`config.mk`:
```
export PLATFORM = sky130hd
export DESIGN_NAME = object_section_stream_loader
export DESIGN_NICKNAME = d
export VERILOG_FILES = /design/src/hw/rtl/osl_pkg.sv /design/src/hw/rtl/object_section_stream_loader.sv
export SDC_FILE = /design/constraint.sdc
export NUM_CORES = 1
export LEC_CHECK = 0
export ABC_AREA = 1
export ABC_CLOCK_PERIOD_IN_PS = 4300
export BUFFER_PORTS_ARGS = -buffer_cell sky130_fd_sc_hd__buf_2
export CAP_MARGIN = 10
export CELL_PAD_IN_SITES_DETAIL_PLACEMENT = 0
export CELL_PAD_IN_SITES_GLOBAL_PLACEMENT = 2
export CORE_UTILIZATION = 33
export CTS_CLUSTER_DIAMETER = 200
export DETAILED_ROUTE_END_ITERATION = 12
export MAX_ROUTING_LAYER = met4
export PLACE_DENSITY = 0.86
export SLEW_MARGIN = 0
export SYNTH_ARGS = -nofsm -noshare
export SYNTH_HDL_FRONTEND = slang
export SYNTH_SLANG_ARGS = --single-unit
```
`constraint.sdc`:
```
create_clock -name clk -period 4.3 [get_ports clk]
set_clock_uncertainty 0.2 [all_clocks]
set_input_delay 0.43 -clock clk [delete_from_list [all_inputs] [get_ports clk]]
set_output_delay 0.43 -clock clk [all_outputs]
set_load 0.05 [all_outputs]
```
`src/hw/rtl/osl_pkg.sv`:
```
// ----------------------------------------------------------------------------
// osl_pkg
// Shared types and constants of the object section stream loader: section
// ids, address regions, status codes, parser phases and section kinds.
// ----------------------------------------------------------------------------
package osl_pkg;

	// section ids, big-endian on the stream
	localparam logic [15:0] ID_LINE = 16'h715E;
	localparam logic [15:0] ID_FILE = 16'hF17E;
	localparam logic [15:0] ID_SYM  = 16'hC3B7;
	localparam logic [15:0] ID_CODE = 16'hCADE;
	localparam logic [15:0] ID_DATA = 16'hDADA;

	// address region bounds
	localparam logic [15:0] LOW_CODE_END   = 16'h3FFF;
	localparam logic [15:0] LOW_DATA_BASE  = 16'h4000;
	localparam logic [15:0] LOW_DATA_END   = 16'h7FFF;
	localparam logic [15:0] HIGH_CODE_BASE = 16'h8000;
	localparam logic [15:0] HIGH_CODE_END  = 16'h9FFF;
	localparam logic [15:0] HIGH_DATA_BASE = 16'hA000;

	// bytes skipped by a line-number section
	localparam logic [15:0] LINE_SKIP_LEN = 16'd6;

	// load status codes
	typedef logic [2:0] status_t;
	localparam status_t ST_WRITE    = 3'd0;
	localparam status_t ST_OK       = 3'd1;
	localparam status_t ST_BAD_ID   = 3'd2;
	localparam status_t ST_BAD_CODE = 3'd3;
	localparam status_t ST_BAD_DATA = 3'd4;
	localparam status_t ST_TRUNC    = 3'd5;
	localparam status_t ST_NONE     = 3'd0;

	// parser phase, one-hot
	typedef enum logic [9:0] {
		PH_ID_HI   = 10'b00_0000_0001,
		PH_ID_LO   = 10'b00_0000_0010,
		PH_ADDR_HI = 10'b00_0000_0100,
		PH_ADDR_LO = 10'b00_0000_1000,
		PH_LEN_HI  = 10'b00_0001_0000,
		PH_LEN_LO  = 10'b00_0010_0000,
		PH_SKIP    = 10'b00_0100_0000,
		PH_BODY_HI = 10'b00_1000_0000,
		PH_BODY_LO = 10'b01_0000_0000,
		PH_HALT    = 10'b10_0000_0000
	} phase_t;

	// section kind
	typedef enum logic [2:0] {
		KIND_NONE = 3'd0,
		KIND_LINE = 3'd1,
		KIND_FILE = 3'd2,
		KIND_SYM  = 3'd3,
		KIND_CODE = 3'd4,
		KIND_DATA = 3'd5
	} kind_t;

endpackage

```
`src/hw/rtl/object_section_stream_loader.sv`:
```
// ----------------------------------------------------------------------------
// object_section_stream_loader
// Parses an object file one byte per transaction and emits memory word
// writes, address and id errors, and a final load status.
// ----------------------------------------------------------------------------
// The loader takes one byte (or a stream end mark) per clock cycle while
// in_stall is low. The parser state and the running totals are updated at
// acceptance, and any result is captured in a single output register on
// the same clock edge. in_stall is raised only while that output register
// holds a result the consumer is stalling. Bytes that produce no
// result (section headers, skipped bytes, the high byte of a body word,
// anything after an error) vanish without an output transaction. A stream
// end always yields one result carrying the final status and the code and
// data word totals, and returns the loader to its reset state for the next
// file.
module object_section_stream_loader (
	input  logic        clk,
	input  logic        arst_n,
	input  logic        in_valid,
	output logic        in_stall,
	input  logic [7:0]  data_byte,
	input  logic        stream_end,
	output logic        out_valid,
	input  logic        out_stall,
	output logic        write_enable,
	output logic [15:0] write_addr,
	output logic [15:0] write_data,
	output logic [2:0]  load_status,
	output logic [31:0] code_words_total,
	output logic [31:0] data_words_total
);
	import osl_pkg::*;

	// parser state
	phase_t      phase_q, phase_d;
	logic [7:0]  hold_q, hold_d;
	kind_t       kind_q, kind_d;
	logic [15:0] addr_q, addr_d;
	logic [15:0] left_q, left_d;
	logic [31:0] code_total_q, code_total_d;
	logic [31:0] data_total_q, data_total_d;
	status_t     error_q, error_d;

	// result of the current transaction
	logic        res_valid;
	logic        res_we;
	logic [15:0] res_addr;
	logic [15:0] res_data;
	status_t     res_status;

	logic        in_accept;
	logic [15:0] word;
	logic [15:0] left_dec;
	logic        code_bad;
	logic        data_bad;
	logic [32:0] total_sum;
	logic [31:0] total_sat;

	// output register
	logic        out_valid_q;
	logic        we_q;
	logic [15:0] waddr_q;
	logic [15:0] wdata_q;
	status_t     status_q;
	logic [31:0] code_out_q;
	logic [31:0] data_out_q;

	assign in_stall  = out_valid_q & out_stall;
	assign in_accept = in_valid & ~in_stall;

	// datapath helpers
	assign word     = {hold_q, data_byte};
	assign left_dec = (left_q != 16'd0) ? left_q - 16'd1 : left_q;
	assign code_bad = ((word >= LOW_DATA_BASE) && (word <= LOW_DATA_END))
		|| (word >= HIGH_DATA_BASE);
	assign data_bad = (word <= LOW_CODE_END)
		|| ((word >= HIGH_CODE_BASE) && (word <= HIGH_CODE_END));
	assign total_sum = (kind_q == KIND_CODE)
		? {1'b0, code_total_q} + {17'd0, word}
		: {1'b0, data_total_q} + {17'd0, word};
	assign total_sat = total_sum[32] ? '1 : total_sum[31:0];

	// next state and result for one transaction
	always_comb begin
		phase_d      = phase_q;
		hold_d       = hold_q;
		kind_d       = kind_q;
		addr_d       = addr_q;
		left_d       = left_q;
		code_total_d = code_total_q;
		data_total_d = data_total_q;
		error_d      = error_q;
		res_valid    = 1'b0;
		res_we       = 1'b0;
		res_addr     = 16'd0;
		res_data     = 16'd0;
		res_status   = ST_WRITE;
		if (stream_end) begin
			res_valid = 1'b1;
			if (error_q != ST_NONE) begin
				res_status = error_q;
			end else if (phase_q == PH_ID_HI || phase_q == PH_ID_LO) begin
				res_status = ST_OK;
			end else begin
				res_status = ST_TRUNC;
			end
			phase_d      = PH_ID_HI;
			hold_d       = 8'd0;
			kind_d       = KIND_NONE;
			addr_d       = 16'd0;
			left_d       = 16'd0;
			code_total_d = 32'd0;
			data_total_d = 32'd0;
			error_d      = ST_NONE;
		end else begin
			unique case (phase_q)
				PH_ID_HI, PH_ADDR_HI, PH_LEN_HI, PH_BODY_HI: begin
					hold_d = data_byte;
					unique case (phase_q)
						PH_ID_HI:   phase_d = PH_ID_LO;
						PH_ADDR_HI: phase_d = PH_ADDR_LO;
						PH_LEN_HI:  phase_d = PH_LEN_LO;
						default:    phase_d = PH_BODY_LO;
					endcase
				end
				PH_ID_LO: begin
					priority if (word == ID_LINE) begin
						kind_d  = KIND_LINE;
						left_d  = LINE_SKIP_LEN;
						phase_d = PH_SKIP;
					end else if (word == ID_FILE) begin
						kind_d  = KIND_FILE;
						phase_d = PH_LEN_HI;
					end else if (word == ID_SYM) begin
						kind_d  = KIND_SYM;
						phase_d = PH_ADDR_HI;
					end else if (word == ID_CODE) begin
						kind_d  = KIND_CODE;
						phase_d = PH_ADDR_HI;
					end else if (word == ID_DATA) begin
						kind_d  = KIND_DATA;
						phase_d = PH_ADDR_HI;
					end else begin
						error_d    = ST_BAD_ID;
						phase_d    = PH_HALT;
						res_valid  = 1'b1;
						res_status = ST_BAD_ID;
					end
				end
				PH_ADDR_LO: begin
					if (kind_q == KIND_CODE && code_bad) begin
						error_d    = ST_BAD_CODE;
						phase_d    = PH_HALT;
						res_valid  = 1'b1;
						res_status = ST_BAD_CODE;
					end else if (kind_q == KIND_DATA && data_bad) begin
						error_d    = ST_BAD_DATA;
						phase_d    = PH_HALT;
						res_valid  = 1'b1;
						res_status = ST_BAD_DATA;
					end else begin
						addr_d  = word;
						phase_d = PH_LEN_HI;
					end
				end
				PH_LEN_LO: begin
					left_d = word;
					if (kind_q == KIND_CODE || kind_q == KIND_DATA) begin
						if (kind_q == KIND_CODE) begin
							code_total_d = total_sat;
						end else begin
							data_total_d = total_sat;
						end
						phase_d = (word == 16'd0) ? PH_ID_HI : PH_BODY_HI;
					end else begin
						phase_d = (word == 16'd0) ? PH_ID_HI : PH_SKIP;
					end
				end
				PH_SKIP: begin
					left_d = left_dec;
					if (left_dec == 16'd0) begin
						phase_d = PH_ID_HI;
					end
				end
				PH_BODY_LO: begin
					addr_d    = addr_q + 16'd1;
					left_d    = left_dec;
					phase_d   = (left_dec == 16'd0) ? PH_ID_HI : PH_BODY_HI;
					res_valid = 1'b1;
					res_we    = 1'b1;
					res_addr  = addr_q;
					res_data  = word;
				end
				PH_HALT: begin
					phase_d = PH_HALT;
				end
				default: begin
					phase_d = PH_ID_HI;
				end
			endcase
		end
	end

	// parser state registers
	always_ff @(posedge clk or negedge arst_n) begin
		if (!arst_n) begin
			phase_q      <= PH_ID_HI;
			hold_q       <= 8'd0;
			kind_q       <= KIND_NONE;
			addr_q       <= 16'd0;
			left_q       <= 16'd0;
			code_total_q <= 32'd0;
			data_total_q <= 32'd0;
			error_q      <= ST_NONE;
		end else if (in_accept) begin
			phase_q      <= phase_d;
			hold_q       <= hold_d;
			kind_q       <= kind_d;
			addr_q       <= addr_d;
			left_q       <= left_d;
			code_total_q <= code_total_d;
			data_total_q <= data_total_d;
			error_q      <= error_d;
		end
	end

	// output valid
	always_ff @(posedge clk or negedge arst_n) begin
		if (!arst_n) begin
			out_valid_q <= 1'b0;
		end else if (in_accept) begin
			out_valid_q <= res_valid;
		end else if (!out_stall) begin
			out_valid_q <= 1'b0;
		end
	end

	// output payload, totals as they stand before any stream end clear
	always_ff @(posedge clk) begin
		if (in_accept && res_valid) begin
			we_q       <= res_we;
			waddr_q    <= res_addr;
			wdata_q    <= res_data;
			status_q   <= res_status;
			code_out_q <= code_total_q;
			data_out_q <= data_total_q;
		end
	end

	assign out_valid        = out_valid_q;
	assign write_enable     = we_q;
	assign write_addr       = waddr_q;
	assign write_data       = wdata_q;
	assign load_status      = status_q;
	assign code_words_total = code_out_q;
	assign data_words_total = data_out_q;

	// a write transaction always carries the write status
	a_write_status: assert property (@(posedge clk) disable iff (!arst_n)
		out_valid_q && we_q |-> status_q == ST_WRITE)
		else $error("write transaction with non-write status");

	// a latched error keeps the parser halted
	a_error_halts: assert property (@(posedge clk) disable iff (!arst_n)
		error_q != ST_NONE |-> phase_q == PH_HALT)
		else $error("error latched while parser still running");

	// a stream end leaves the parser in its reset state
	a_end_clears: assert property (@(posedge clk) disable iff (!arst_n)
		in_accept && stream_end |=> phase_q == PH_ID_HI && error_q == ST_NONE
			&& code_total_q == 32'd0 && data_total_q == 32'd0)
		else $error("stream end did not clear parser state");

	// totals only grow within one load
	a_code_monotonic: assert property (@(posedge clk) disable iff (!arst_n)
		in_accept && !stream_end |=> code_total_q >= $past(code_total_q))
		else $error("code total decreased within a load");

	// status never exceeds the truncated code
	a_status_range: assert property (@(posedge clk) disable iff (!arst_n)
		out_valid_q |-> status_q <= ST_TRUNC)
		else $error("status code out of range");

endmodule

```
After elaboration in Yosys (flattened, before gate mapping)
Index checks and enable logic that the tools add are counted.
W data, S select, Z words.
{ "word_totals": {"regBits": 221, "out_inout_bits": 102} }
{ "op_classes": {"add_sub_neg": 4, "order_cmp": 6, "eq_ne": 29, "muxes": 74, "bitwise": 4, "n_reduce_logical": 33} }
{ "ops": {"columns": ["operator", "n"], "rows": [
  ["$mux W32", 9],
  ["$mux W16", 6],
  ["$mux W10", 9],
  ["$pmux W10 S7", 1],
  ["$add A32 B16 Y33", 2],
  ["$eq A16 B16 Y1 const B", 4],
  ["$mux W3", 20],
  ["$pmux W16 S3", 1],
  ["$mux W8", 5],
  ["$mux W33", 1],
  ["$ge A16 B16 Y1 const B", 2],
  ["$logic_not A16 Y1", 2],
  ["$pmux W16 S2", 1],
  ["$pmux W9 S3", 1],
  ["$ne A3 B3 Y1 const B", 8],
  ["$add A16 B1 Y16 const B", 1],
  ["$eq A16 B15 Y1 const B", 1],
  ["$ge A16 B15 Y1 const B", 1],
  ["$le A16 B14 Y1 const B", 1],
  ["$le A16 B15 Y1 const B", 1],
  ["$le A16 B16 Y1 const B", 1],
  ["$reduce_bool A16 Y1", 1],
  ["$sub A16 B1 Y16 const B", 1],
  ["$pmux W3 S2", 2],
  ["other kinds (33)", 68]
]} }

Depth between registers and ports, before layout
{ "logic_depth": {"word_depth": 9, "depth_mapped": 22, "depth_no_buf": 19} }

Least setup slack after synthesis
No wires, ideal clock.
{ "synth_timing": {"path_type": "register -> register", "start": "reg phase_q[3]", "end": "reg code_out_q[0] (netlist: code_words_total[0]) (enable)", "setup_time_ns": 0.454, "arrival_ns": 3.407, "t_required_ns": 3.646, "slack_ns": 0.239, "stages_incl_launch_ff": 10, "path_buffers": 0, "path_cell_list": "dfrtp_1 -> nor2_1 -> inv_2 -> nor2_8 -> nand2_2 -> nor3_4 -> nor2_2 -> o221ai_1 -> nand2_1 -> inv_1"} }
{ "synth_between": {"elab_chain_cells": 4, "word_cells_on_any_way": 6, "cone_classes": "eq/ne (3); mux (2); reduce/logical (1)"} }
{ "synth_rtl": {"columns": ["item", "line_no", "rtl"], "rows": [
  ["from (decl)", "object_section_stream_loader.sv:35", "phase_t phase_q, phase_d;"],
  ["from (signal assigned)", "object_section_stream_loader.sv:216", "phase_q <= phase_d;"],
  ["$eq A10 B9 Y1 (tied with other cells)", "object_section_stream_loader.sv:116", "unique case (phase_q)"],
  ["$pmux W1 S3 (*)", "object_section_stream_loader.sv:116", null],
  ["$mux W1 (*)", "object_section_stream_loader.sv:98", "if (stream_end) begin"],
  ["$logic_and A1 B1 Y1 (*)", "object_section_stream_loader.sv:240", "if (in_accept && res_valid) begin"],
  ["to (signal assigned)", "object_section_stream_loader.sv:245", "code_out_q <= code_total_q;"],
  ["to (decl)", "object_section_stream_loader.sv:65", "logic [31:0] code_out_q;"]
]} }
Mark *: on every way between the ends. The rest lies on a longest branch, timed or not.
A chain may end at the register's enable or synchronous reset.

Worst setup path in the final report
{ "layout_timing": {"start": "reg kind_q[1]", "end": "reg code_total_q[12]"} }
{ "layout_between": {"elab_chain_cells": 7, "word_cells_on_any_way": 12, "cone_classes": "eq/ne (2); mux (6); reduce/logical (4)"} }
{ "layout_rtl": {"columns": ["item", "line_no", "rtl"], "rows": [
  ["from (decl)", "object_section_stream_loader.sv:37", "kind_t kind_q, kind_d;"],
  ["from (signal assigned)", "object_section_stream_loader.sv:218", "kind_q <= kind_d;"],
  ["$eq A3 B3 Y1", "object_section_stream_loader.sv:78, object_section_stream_loader.sv:168, object_section_stream_loader.sv:169", null],
  ["$mux W33", "object_section_stream_loader.sv:79", "? {1'b0, code_total_q} + {17'd0, word}"],
  ["$mux W32", "object_section_stream_loader.sv:81", "assign total_sat = total_sum[32] ? '1 : total_sum[31:0];"],
  ["$mux W32", "object_section_stream_loader.sv:169", "if (kind_q == KIND_CODE) begin"],
  ["$mux W32", "object_section_stream_loader.sv:168", "if (kind_q == KIND_CODE || kind_q == KIND_DATA) begin"],
  ["$mux W32", "object_section_stream_loader.sv:116", null],
  ["$mux W32", "object_section_stream_loader.sv:98", null],
  ["to (signal assigned)", "object_section_stream_loader.sv:221", "code_total_q <= code_total_d;"],
  ["to (decl)", "object_section_stream_loader.sv:40", "logic [31:0] code_total_q, code_total_d;"]
]} }
Several ways; a longest one is shown, not always the timed one. The select of a mux whose other input is x is not followed.

==> results.cfg <==
[critical_path]
path_max_fanout = 32
crit_required_ns = 4.57
worstSetupPathType = reg -> reg
worst_setup_path_end_kind = register
cp.arrival_ns = 4.20
reg2regPathDepth = 18
cp-start-kind = register

[synth]
syn_nets = 1452
netlist_area_sq_um = 11800
synth_most_common_cell = nand2_1
synth_edf_count = 100
ys_async_sr_fraction = 0.548
synthTopCellsByArea = dfrtp_1, edfxtp_1, nand2_1, inv_1, nor2_1
syn_area_per_cell_sq_um = 8.35
synth-seq-cells = 221
ys.flop_type = dfrtp_1
syn-instance-count = 1419
synth.top_cells.by_count = nand2_1, inv_1, nor2_1
synth_cell_types = 51
yosys_warnings = 0
yosysTopAreaCell = dfrtp_1
synth_top_area_share = 0.254
ys_seq_area_frac = 0.509

[die]
rows = 69
ios = 115
start_util = 0.335
die-area_sq_um = 36600
die_height_um = 191
fp.dieW_um = 191
core_area_sq_um = 35400

[drt]
avgRoutedWirePerCell_um = 17.2
wl_mm = 34.5
vias_per_cell = 4.91
ant_nets = 0
drtIter0Drc = 778
drt_pass1_iterations = 9
dr_total_vias = 9879
drcViolationCount = 4

[power]
pwr-share-comb = 0.313
power_leakage_nw = 6.11
p_int_w = 0.00463
p_sw_w = 0.00277
seq_power_share = 0.392
cellPowerDensity_nw_per_um2 = 538
peakVddDrop_v = 0.000327
p_sw_frac = 0.374
pwr-share-clk = 0.296
finalPower_w = 0.00740

[sta]
tightest_slew_ns = 1.02
tns_ns = 0
rsz0062_at_grt = no
whs_ns = 0.138
post-route-period-util = 0.914
maxSlewHeadroom = 0.318
finalSetupViolCount = 0
maxSlewViolCount = 0
period_minus_slack_ns = 3.93
hold_violations = 0
fmax_mhz = 254

[finish]
drive_gt1_frac = 0.154
fin_util = 0.388
stdcell_count = 2010
num_antenna_cells = 0
fin_nets = 1563
layout-area-overhead-vs-synth_pct = 16.0

[cts]
cts_tree = done
root_buffer = clkbuf_16
cts_resized = 0
insertion_delay_ns = 0.54
clock_sinks = 221
cts_inserted_buffers = 25
clk_pin_slew_ns = 0.06
h-tree-depth = 1
cts_hold_buffers = 2
cts_buffer_depth = 3
postCtsSetupBuffers = 0

[place]
dp_cells = 1962
hpwl_mm = 24.6
gp_congestion = 0.883
place.port_buffers = 114

[outcome]
status = complete, but fails checks
violations = design-rule violations

[job]
max_cap_violations = 0

[grt]
grt_max_degree = 69
antenna_found_initial = 0
grt-ovfl-total = 0
track_usage = 0.198
grt_pass1_wl_mm = 54.8
grt_pass1_vias = 9772

[min_path]
min_path_cells = 3
min_path_type = in -> reg
## per-stage QoR
stage	area (sq um)	setup WS, ns
floorplan	11800	0.239
global placement	12900	0.525
detailed placement	12900	0.346
CTS	13700	0.348
global route	13700	0.0337
finish	13700	0.369
## cells in the final DEF (no fill, tap or decap), types with 26 or more instances in the layout
| master | n |
|---|---|
| nand3_1 | 83 |
| o21ai_1 | 44 |
| buf_2 | 113 |
| nand2_1 | 413 |
| dfrtp_1 | 120 |
| a21oi_1 | 37 |
| clkbuf_16 | 26 |
| o21ai_0 | 73 |
| nor2_1 | 132 |
| inv_1 | 135 |
| nor3_1 | 29 |
| edfxtp_1 | 100 |
## per-layer routing
metal	up-vias	share of wire	track usage
li1	4938	-	-
met1	4667	0.47	0.265
met2	210	0.46	0.313
met3	64	0.034	0.0224
met4	0	0.030	0.0589
met5	-	0	-
## worst max-delay path: stages, from the launching register on
cell     delay (ns)
dfrtp_1        0.42
nor2_4         0.20
nand2_4        0.23
o21ai_0        0.24
ha_1           0.20
inv_1          0.06
fa_1           0.40
o21ai_0        0.36
nand3_1        0.12
nand2_1        0.16
nand2_1        0.07
nand2_1        0.11
nand2_2        0.11
nor2_4         0.11
nand2_2        0.18
buf_4          0.31
a21oi_2        0.21
nand2_1        0.06
o21ai_1        0.09
## worst paths after layout
check                           startpoint             endpoint  slack, ns
setup / recovery                 kind_q[1]     code_total_q[12]       0.37
hold / removal                data_byte[0]            hold_q[0]       0.14
setup reg to reg                 kind_q[1]     code_total_q[12]       0.37
hold reg to reg            code_total_q[2]  code_words_total[2]       0.26
max in group asynchronous           arst_n           phase_q[0]       2.74
min in group asynchronous           arst_n           left_q[13]       0.32
## power by group through the flow
stage / logic, W / registers (W) / clock network, W
after floorplan: 0.00147 / 0.00315 / 0
after global placement: 0.00231 / 0.00294 / 0
final: 0.00231 / 0.00290 / 0.00219
after detailed placement: 0.00232 / 0.00293 / 0
after global routing: 0.00259 / 0.00295 / 0.00231
after CTS: 0.00233 / 0.00291 / 0.00223
## registers in the layout (all words and copies together) (netlist names)
name              flops
data_words_total     32
out_valid             1
data_total_q         32
write_data           16
write_enable          1
load_status           3
left_q               16
code_words_total     32
code_total_q         32
write_addr           16
addr_q               16
error_q               3
kind_q                3
hold_q                8
phase_q              10
## final cells by class
type	instances	area (sq um)
fill	3654	21700
multi-input combinational	1005	5010
clock inverter	9	128
tap	461	577
clock buffer	37	712
sequential	221	6030
inverter	149	562
timing repair buffer	128	721
## logic make-up after synthesis
family / share of synthesized area
AOI/OAI and AO/OA: 0.114
xor gates and xnor gates: 0.0229
adders and majority gates: 0.0218
buffers and inverters: 0.0683
DFF: 0.509
and+or+nand+nor: 0.264
Note: power is estimated with default switching activity, not from simulation.
